[src/hw/rtl/tlbr_pkg.sv]
// Shared codes, field widths and types for the translation table refill block.
package tlbr_pkg;

  localparam int OPCODE_W   = 2;
  localparam int PAGE_IN_W  = 20;
  localparam int FLOOR_W    = 6;
  localparam int INDEX_W    = 6;
  localparam int OUTCOME_W  = 3;
  localparam int IN_DATA_W  = 48;
  localparam int OUT_DATA_W = 16;

  localparam int VPN_LSB = OPCODE_W;
  localparam int PPN_LSB = VPN_LSB + PAGE_IN_W;
  localparam int WR_BIT  = PPN_LSB + PAGE_IN_W;

  localparam logic [FLOOR_W-1:0] FLOOR_RESET = FLOOR_W'(8);

  typedef enum logic [OPCODE_W-1:0] {
    OP_INSTALL  = 2'd0,
    OP_READONLY = 2'd1,
    OP_FLUSH    = 2'd2,
    OP_UNUSED   = 2'd3
  } opcode_t;

  typedef enum logic [OUTCOME_W-1:0] {
    OUT_MATCHED  = 3'd0,
    OUT_FREE     = 3'd1,
    OUT_RANDOM   = 3'd2,
    OUT_READONLY = 3'd3,
    OUT_FLUSHED  = 3'd4,
    OUT_IGNORED  = 3'd5
  } outcome_t;

  typedef struct packed {
    logic valid;
    logic match;
  } cmp_t;

endpackage

[src/hw/rtl/tlb_refill_random_replace_top.sv]
// Top level of the fully associative translation table refill block.
//
// Usage: commands arrive as words on the s_axis channel (install, make all
// valid entries readonly, flush). Each command yields exactly one result word
// on m_axis carrying the entry index written and an outcome code.
// The user must write the replacement floor through random_floor_we/random_floor_data
// only while the block is idle; the block itself does not enforce this. It bounds the wrapping replacement counter.
// Sequencing: an install sweeps every entry through one page comparator, one
// entry per cycle from the page store read port, then passes the drain,
// decide and done states before the result word. Readonly, flush and unused
// opcodes skip the sweep and go from idle to decide. One command is in flight
// at a time; s_axis_tready is high only while the sequencer is idle.
// Reset clears all valid and dirty bits, sets the replacement counter to the
// top entry and the floor to 8; page numbers are undefined until written.
// When the receiver stalls, the result word holds on m_axis and the sequencer
// waits before finishing the next command until that word is taken.
module tlb_refill_random_replace_top #(
  parameter int ENTRIES   = 64,
  parameter int PAGE_BITS = 20
) (
  input  logic                              clk,
  input  logic                              rst,
  input  logic                              random_floor_we,
  input  logic [tlbr_pkg::FLOOR_W-1:0]      random_floor_data,
  input  logic                              s_axis_tvalid,
  output logic                              s_axis_tready,
  // opcode[1:0], virtual_page[21:2], physical_page[41:22], writable[42]
  input  logic [tlbr_pkg::IN_DATA_W-1:0]    s_axis_tdata,
  output logic                              m_axis_tvalid,
  input  logic                              m_axis_tready,
  // entry_index[5:0], outcome[8:6]
  output logic [tlbr_pkg::OUT_DATA_W-1:0]   m_axis_tdata
);
  import tlbr_pkg::*;

  localparam int IDX_W = $clog2(ENTRIES);
  localparam int CW    = (IDX_W > FLOOR_W) ? IDX_W : FLOOR_W;
  localparam int KW    = (PAGE_BITS < PAGE_IN_W) ? PAGE_BITS : PAGE_IN_W;
  localparam logic [IDX_W-1:0] TOP_IDX = IDX_W'(ENTRIES - 1);

  typedef enum logic [2:0] {
    S_IDLE,
    S_SCAN,
    S_DRAIN,
    S_DECIDE,
    S_DONE
  } state_t;

  state_t               state;
  logic [FLOOR_W-1:0]   random_floor;
  logic [ENTRIES-1:0]   entry_valid;
  logic [ENTRIES-1:0]   entry_dirty;
  logic [IDX_W-1:0]     replace_counter;
  opcode_t              op;
  logic [KW-1:0]        vpn;
  logic [KW-1:0]        ppn;
  logic                 writable;
  logic [IDX_W-1:0]     scan_idx;
  logic                 hit;
  logic [IDX_W-1:0]     hit_idx;
  logic                 free;
  logic [IDX_W-1:0]     free_idx;
  logic [INDEX_W-1:0]   res_index;
  outcome_t             res_outcome;
  logic [INDEX_W-1:0]   out_index;
  outcome_t             out_outcome;
  logic                 out_valid;

  logic                 store_we;
  logic [IDX_W-1:0]     slot;
  outcome_t             install_outcome;
  logic [IDX_W-1:0]     counter_next;
  logic [IDX_W-1:0]     random_slot;
  logic [CW-1:0]        cnt_ext;
  logic [CW-1:0]        floor_ext;
  logic [CW-1:0]        slot_ext;
  cmp_t                 cmp;
  logic [IDX_W-1:0]     cmp_idx;

  tlbr_page_store #(
    .ENTRIES (ENTRIES),
    .PAGE_W  (KW)
  ) u_store (
    .clk     (clk),
    .rst     (rst),
    .we      (store_we),
    .waddr   (slot),
    .wvpn    (vpn),
    .wppn    (ppn),
    .re      (state == S_SCAN),
    .raddr   (scan_idx),
    .key     (vpn),
    .cmp     (cmp),
    .cmp_idx (cmp_idx)
  );

  assign cnt_ext     = CW'(replace_counter);
  assign floor_ext   = CW'(random_floor);
  assign random_slot = (cnt_ext < floor_ext) ? TOP_IDX : replace_counter;
  assign counter_next = (cnt_ext <= floor_ext) ? TOP_IDX : replace_counter - 1'b1;

  always_comb begin
    if (hit) begin
      slot            = hit_idx;
      install_outcome = OUT_MATCHED;
    end else if (free) begin
      slot            = free_idx;
      install_outcome = OUT_FREE;
    end else begin
      slot            = random_slot;
      install_outcome = OUT_RANDOM;
    end
  end

  assign slot_ext = CW'(slot);
  assign store_we = (state == S_DECIDE) && (op == OP_INSTALL);

  always_ff @(posedge clk) begin
    if (rst) begin
      random_floor <= FLOOR_RESET;
    end else if (random_floor_we) begin
      random_floor <= random_floor_data;
    end
  end

  always_ff @(posedge clk) begin
    if (rst) begin
      state           <= S_IDLE;
      entry_valid     <= '0;
      entry_dirty     <= '0;
      replace_counter <= TOP_IDX;
      out_valid       <= 1'b0;
      scan_idx        <= '0;
      hit             <= 1'b0;
      free            <= 1'b0;
    end else begin
      if (out_valid && m_axis_tready && (state != S_DONE)) begin
        out_valid <= 1'b0;
      end
      if (cmp.valid) begin
        if (entry_valid[cmp_idx] && cmp.match && !hit) begin
          hit     <= 1'b1;
          hit_idx <= cmp_idx;
        end
        if (!entry_valid[cmp_idx] && !free) begin
          free     <= 1'b1;
          free_idx <= cmp_idx;
        end
      end
      case (state)
        S_IDLE: begin
          if (s_axis_tvalid) begin
            op       <= opcode_t'(s_axis_tdata[OPCODE_W-1:0]);
            vpn      <= s_axis_tdata[VPN_LSB +: KW];
            ppn      <= s_axis_tdata[PPN_LSB +: KW];
            writable <= s_axis_tdata[WR_BIT];
            scan_idx <= '0;
            hit      <= 1'b0;
            free     <= 1'b0;
            if (opcode_t'(s_axis_tdata[OPCODE_W-1:0]) == OP_INSTALL) begin
              state <= S_SCAN;
            end else begin
              state <= S_DECIDE;
            end
          end
        end
        S_SCAN: begin
          scan_idx <= scan_idx + 1'b1;
          if (scan_idx == TOP_IDX) begin
            state <= S_DRAIN;
          end
        end
        S_DRAIN: begin
          state <= S_DECIDE;
        end
        S_DECIDE: begin
          replace_counter <= counter_next;
          case (op)
            OP_INSTALL: begin
              entry_valid[slot] <= 1'b1;
              entry_dirty[slot] <= writable;
              res_index         <= slot_ext[INDEX_W-1:0];
              res_outcome       <= install_outcome;
            end
            OP_READONLY: begin
              entry_dirty <= entry_dirty & ~entry_valid;
              res_index   <= '0;
              res_outcome <= OUT_READONLY;
            end
            OP_FLUSH: begin
              entry_valid <= '0;
              res_index   <= '0;
              res_outcome <= OUT_FLUSHED;
            end
            default: begin
              res_index   <= '0;
              res_outcome <= OUT_IGNORED;
            end
          endcase
          state <= S_DONE;
        end
        S_DONE: begin
          if (!out_valid || m_axis_tready) begin
            out_valid   <= 1'b1;
            out_index   <= res_index;
            out_outcome <= res_outcome;
            state       <= S_IDLE;
          end
        end
        default: begin
          state <= S_IDLE;
        end
      endcase
    end
  end

  assign s_axis_tready = (state == S_IDLE);
  assign m_axis_tvalid = out_valid;
  assign m_axis_tdata  = {{(OUT_DATA_W - INDEX_W - OUTCOME_W){1'b0}}, out_outcome, out_index};

endmodule

[src/hw/rtl/tlbr_page_store.sv]
// Page number store with one write port and a registered compare read port.
module tlbr_page_store #(
  parameter int ENTRIES = 64,
  parameter int PAGE_W  = 20
) (
  input  logic                       clk,
  input  logic                       rst,
  input  logic                       we,
  input  logic [$clog2(ENTRIES)-1:0] waddr,
  input  logic [PAGE_W-1:0]          wvpn,
  input  logic [PAGE_W-1:0]          wppn,
  input  logic                       re,
  input  logic [$clog2(ENTRIES)-1:0] raddr,
  input  logic [PAGE_W-1:0]          key,
  output tlbr_pkg::cmp_t             cmp,
  output logic [$clog2(ENTRIES)-1:0] cmp_idx
);
  import tlbr_pkg::*;

  localparam int IDX_W = $clog2(ENTRIES);

  logic [PAGE_W-1:0] vpn_mem [ENTRIES];
  logic [PAGE_W-1:0] ppn_mem [ENTRIES];
  logic [PAGE_W-1:0] rd_vpn;
  logic              rd_valid;
  logic [IDX_W-1:0]  rd_idx;

  always_ff @(posedge clk) begin
    if (we) begin
      vpn_mem[waddr] <= wvpn;
      ppn_mem[waddr] <= wppn;
    end
    rd_vpn <= vpn_mem[raddr];
    rd_idx <= raddr;
  end

  always_ff @(posedge clk) begin
    if (rst) begin
      rd_valid <= 1'b0;
    end else begin
      rd_valid <= re;
    end
  end

  assign cmp.valid = rd_valid;
  assign cmp.match = (rd_vpn == key);
  assign cmp_idx   = rd_idx;

endmodule

[config.mk]
export PLATFORM = sky130hd
export DESIGN_NAME = tlb_refill_random_replace_top
export DESIGN_NICKNAME = d
export VERILOG_FILES = /design/src/hw/rtl/tlbr_pkg.sv /design/src/hw/rtl/tlb_refill_random_replace_top.sv /design/src/hw/rtl/tlbr_page_store.sv
export SDC_FILE = /design/constraint.sdc
export NUM_CORES = 1
export LEC_CHECK = 0
export ABC_AREA = 1
export BUFFER_PORTS_ARGS = -buffer_cell sky130_fd_sc_hd__buf_2
export CAP_MARGIN = 10
export CELL_PAD_IN_SITES_DETAIL_PLACEMENT = 0
export CELL_PAD_IN_SITES_GLOBAL_PLACEMENT = 2
export CORE_MARGIN = 1
export CORE_UTILIZATION = 47
export CTS_CLUSTER_DIAMETER = 40
export DETAILED_ROUTE_END_ITERATION = 6
export PLACE_DENSITY = 0.86
export SLEW_MARGIN = 15
export SYNTH_ARGS = -nofsm -noshare
export SYNTH_HDL_FRONTEND = slang
export SYNTH_HIERARCHICAL = 1
export SYNTH_SLANG_ARGS = --single-unit
[constraint.sdc]
create_clock -name clk -period 7.49 [get_ports clk]
set_input_delay 0 -clock clk [delete_from_list [all_inputs] [get_ports clk]]
set_output_delay 0 -clock clk [all_outputs]
set_load 0.02 [all_outputs]
==> impl_metrics.ini, run 1 <==
[worst_setup_path]
arrival_ns = 4.96
worst_path_max_delay_cell = nor2_2
path_max_fanout = 20
cp_data_required_time_ns = 7.91
worst_setup_path_start_kind = flip-flop
slowest_delay_ns = 1.30
path_common_cell = inv_1
critical_path_class = reg2reg
path_cells = inv_1, ha_1, nand2_1, nor2_1, o21ai_1, nand2_2, inv_2, o21bai_2, inv_1, inv_1, nand4_1, nor2_2
end_kind = flip-flop

[die]
dieArea_mm2 = 0.126
coreArea_mm2 = 0.124
io_pins = 77
die_w_um = 356
initial_core_util_pct = 47.5
rows = 129
die_h_um = 356

[clock_network]
post_cts_buffers = 0
cts_root_buf = clkbuf_16
cts.sinks = 1447
ctsHoldBuffers = 72
cts.repair.resized = 0
numCtsBuffers = 181
htreeDepth = 4
clkSlewWorstSetupHoldPaths_ns = 0.06
clk_latency_ns = 0.81
cts_buffer_depth = 3
tritoncts = yes

[pwr]
seq_power_share_pct = 45.8
power_density_mw_per_mm2 = 288
clkPwrFrac_pct = 45.6
power.leakage_uw = 0.0241
p_int_uw = 14600
ir_drop_mv = 0.230
combPwrFrac_pct = 8.6
switching_share_pct = 24.7
p_sw_uw = 4790

[global_routing]
grt_pass1_vias = 36800
grt_pass1_wl_mm = 235
grt_max_degree = 177
antenna_found_initial = 3
overflow = 0
track_usage_pct = 25.0

[layout]
final_nets = 5306
utilization_pct = 54.5
design_area_mm2 = 0.0675
syn2layout_area_growth_pct = 14.9
drive_gt1_share_pct = 10.4

[drt]
drc = 4
vias = 38700
wire_per_inst_um = 22.5
ant_nets = 0
wl_mm = 159
dr.pass1.iters = 7
drt_iter0_markers = 4042
vias_per_cell = 5.50

[timing]
period_minus_slack_ns = 4.54
skew_ns = 0.0311
final_max_slew_viol_count = 0
rsz0062_at_grt = no
slew_headroom_pct = 18.3
achievable-frequency_mhz = 220
tightest_slew_ns = 1.22
final_hold_viol_count = 0
tns_ns = 0
setup_viol_count_final = 0
period_share_pct = 60.6

[placed_design]
dpl.hpwl_mm = 80.8
gp_routability_congestion = 0.835
placedInstanceArea_mm2 = 0.0605
port_buffers = 43

[job]
cap_violations = 0

[synthesis]
netlist_area_mm2 = 0.0588
postSynthCellCount = 5153
syn_avg_cell_area_um2 = 11.4
ys_warn_count = 6

[outcome]
violations = design-rule violations
outcome = finished with violations

[min_path]
hold_path_class = in2reg
flip-flops by register name (all words and copies together) (netlist names):
name	count
op	2
m_axis_tvalid	1
out_outcome	3
out_index	6
u_store/rd_vpn	20
u_store/rd_valid	1
vpn	20
res_index	6
hit_idx	6
free_idx	6
entry_valid	64
cnt_ext	6
free	1
hit	1
state	3
u_store/vpn_mem	1280
res_outcome	3
floor_ext	6
u_store/cmp_idx	6
scan_idx	6
path summary, 6_finish.rpt:
| path | start | end | slack, ns | cells past startpoint |
|---|---|---|---|---|
| worst min-delay path | s_axis_tdata[0] | state[1] | 0.17 | 6 |
| worst max register to register | floor_ext[5] | u_store/vpn_mem[28][10] | 2.95 | 12 |
| worst min register to register | res_index[0] | out_index[0] | 0.42 | 0 |
| worst max-delay path | floor_ext[5] | u_store/vpn_mem[28][10] | 2.95 | 12 |
layout make-up:
class,count,area [um2]
diodes,1,2.50
clock buffers,202,4650
clock inverters,137,1580
fillers,10400,56300
inverters,74,307
multi-input cells,3315,14800
flip-flops and latches,1447,42300
well taps,1637,2050
repair buffers,220,1820
critical path, delay by kind of cell (launching register included):
kind                     cells  cell delay [ns]
adder cells (fa/ha/maj)      1             0.29
buffers and inverters        4             0.71
flip-flops                   1             0.30
AO/OA/AOI/OAI                2             0.28
AND/OR/NAND/NOR              5             2.55
placed cells by master (no fill, tap or decap), drive strengths merged:
master       instances
ha                   8
o21bai               5
clkbuf             202
nand2             1811
clkinvlp            27
nand4               14
bufinv              23
or2                  3
diode                1
inv                 95
o221a                1
dfxtp              115
a221oi               2
nand3             1217
conb                 7
o21ai               18
xor2                 9
buf                148
nor4                10
nor3                11
edfxtp            1332
a21oi               80
xnor2                2
a22o                 1
o211ai               1
nor2               105
o22ai                8
dlygate4sd3         72
a31oi                2
clkinv              66
power groups by stage:
stage                     registers [uW]  clock network (uW)  logic [uW]
after detailed placement            9070                   0        1630
after global routing                8900                9330        1850
final                               8900                8870        1660
after CTS                           8900                8980        1670
after floorplan                     9100                   0        1120
after global placement              9070                   0        1620
metal layers:
layer  global-route usage (%)  part of all wire (%)  vias to the layer above
met4                     8.50                   2.9                        0
met1                     34.4                    42                    18900
met5                        0                     0                        -
met2                     40.8                    48                     1257
met3                     3.74                   6.2                      247
li1                         -                     -                    18200
metrics by stage:
step	cells	power [uW]	hold WS [ns]	worst slack [ns]
floorplan	5159	10200	0.0718	3.22
global placement	6621	10700	0.177	3.12
detailed placement	6621	10700	0.178	3.07
CTS	7032	19500	0.128	3.03
global route	7032	20100	0.184	2.76
finish	7033	19400	0.174	2.95
Note: power is estimated with default switching activity, not from simulation.
==> inputs of run 2 (changes only) <==
- CORE_UTILIZATION: 47 -> 43
- PLACE_DENSITY: 0.86 -> 0.8
- clock period: 7.49 -> 4.75 ns (I/O delays scaled with it)
==> impl_metrics.ini, run 2 (synthesis gave the netlist of run 1 again) <==
[pwr]
combPwrFrac_pct = 8.6
p_sw_uw = 7810
p_int_uw = 23600
seq_power_share_pct = 44.8
power_density_mw_per_mm2 = 458
power.leakage_uw = 0.0245
switching_share_pct = 24.9
clkPwrFrac_pct = 46.7
ir_drop_mv = 0.333

[min_path]
hold_path_class = in2reg
hp-start = rst

[clock_network]
cts_root_buf = clkbuf_16
cts.sinks = 1447
clk_latency_ns = 0.80
numCtsBuffers = 196
cts_buffer_depth = 3
htreeDepth = 4
post_cts_buffers = 0
clkSlewWorstSetupHoldPaths_ns = 0.06
tritoncts = yes

[drt]
vias_per_cell = 5.36
wl_mm = 163
ant_nets = 0
drc = 0
dr.pass1.iters = 6
wire_per_inst_um = 22.5
vias = 38800
drt_iter0_markers = 3786

[layout]
filler_cell_count = 11900
regMostFlops = u_store/vpn_mem
diodes = 0
final_cells = 7236
final_nets = 5355
syn2layout_area_growth_pct = 16.4
drive_gt1_share_pct = 11.5
reg.largest.list = u_store/vpn_mem: 1280 flops, entry_valid: 64 flops
final_common_cell = nand2_1
largest_reg_flops = 1280
multi_input_area_mm2 = 0.0148
design_area_mm2 = 0.0684
utilization_pct = 50.5
final-seq-area_mm2 = 0.0423
final_cell_mix = 1,808 x nand2_1, 1,332 x edfxtp_1, 1,217 x nand3_1

[global_routing]
grt_pass1_vias = 36800
grt_max_degree = 173
overflow = 0
antenna_found_initial = 1
grt_pass1_wl_mm = 241
track_usage_pct = 23.6

[placed_design]
dp_cells = 6798
gp_routability_congestion = 0.962
placedInstanceArea_mm2 = 0.0610
dpl.hpwl_mm = 87.8
port_buffers = 43

[worst_setup_path]
end_kind = flip-flop
critical_path_class = reg2reg
cp_data_required_time_ns = 5.16
crit_path_start = floor_ext[5]
arrival_ns = 4.15
reg2reg_from = floor_ext[5]
path_max_fanout = 20
worst_setup_path_start_kind = flip-flop

[timing]
final_hold_viol_count = 0
holdWs_ns = 0.103
period_share_pct = 78.9
tns_ns = 0
skew_ns = 0.0282
tightest_slew_ns = 1.17
setup_viol_count_final = 0
final_max_slew_viol_count = 0
achievable-frequency_mhz = 267
slew_headroom_pct = 21.7
period_minus_slack_ns = 3.75
rsz0062_at_grt = no

[die]
die_w_um = 372
rows = 135
coreArea_mm2 = 0.135
io_pins = 77
die_h_um = 372
dieArea_mm2 = 0.138
initial_core_util_pct = 43.4

[job]
cap_violations = 0

[outcome]
outcome = complete, no violations
-- run 2: cell types whose count changed in the layout (fill, tap and decap cells not counted), moves of 6 or more --
cell        previous run  this run
buf_4                 97       122
clkinv_1              24        17
clkbuf_16            183       202
buf_12                 8        16
clkinvlp_4            27        20
clkinv_2              18        24
clkinv_4              18        25
inv_6                 21        37
-- run 2: timing repair --
item	4_1_cts	5_1_grt
hold buffers	73	0
gates resized for setup	0	0
endpoints found under the hold margin	148	0
-- run 2: power groups by stage --
stage | registers [uW] | logic, uW | clock network (uW)
3_5_place_dp | 14300 | 2640 | 0
5_1_grt | 14000 | 2990 | 15400
3_3_place_gp | 14300 | 2620 | 0
4_1_cts | 14000 | 2700 | 14900
6_report | 14000 | 2680 | 14600
2_1_floorplan | 14400 | 1760 | 0
-- run 2: layer usage --
layer	wire length, um	part of all wire (%)	vias up	track usage [%]
met5	0	0	-	0
met1	72200	44	19000	33.7
met3	9530	5.9	254	3.32
met2	76000	47	1168	36.9
li1	-	-	18400	-
met4	4710	2.9	0	8.05
-- run 2: critical path, stage by stage, from the launching register on --
cell      delay, ns
dfxtp_1        0.31
inv_1          0.05
ha_1           0.29
nand2_1        0.08
nor2_1         0.15
o21ai_1        0.10
nand2_2        0.16
inv_2          0.09
o21bai_2       0.17
inv_1          0.18
inv_1          0.14
nand3_1        0.55
nor2_2         1.07
-- run 2: layout make-up --
cell class / count / area share (%)
tap: 1781 / 3.26
multi-input combinational: 3315 / 21.6
timing repair buffer: 254 / 3.19
clock buffer: 220 / 7.49
clock inverter: 145 / 2.20
sequential: 1447 / 61.9
inverter: 74 / 0.448
-- run 2: worst paths after layout --
kind         depth (start not counted)  slack, ns                endpoint
max                                 12       1.00  u_store/vpn_mem[38][5]
min reg2reg                          0       0.42            out_index[4]
min                                  5       0.10             scan_idx[5]
max reg2reg                         12       1.00  u_store/vpn_mem[38][5]
-- run 2: metrics by stage --
stage               power, uW  setup slack (ns)
floorplan               16100             0.483
global placement        16900              1.06
detailed placement      16900              1.02
CTS                     31600             0.978
global route            32400             0.692
finish                  31400              1.00
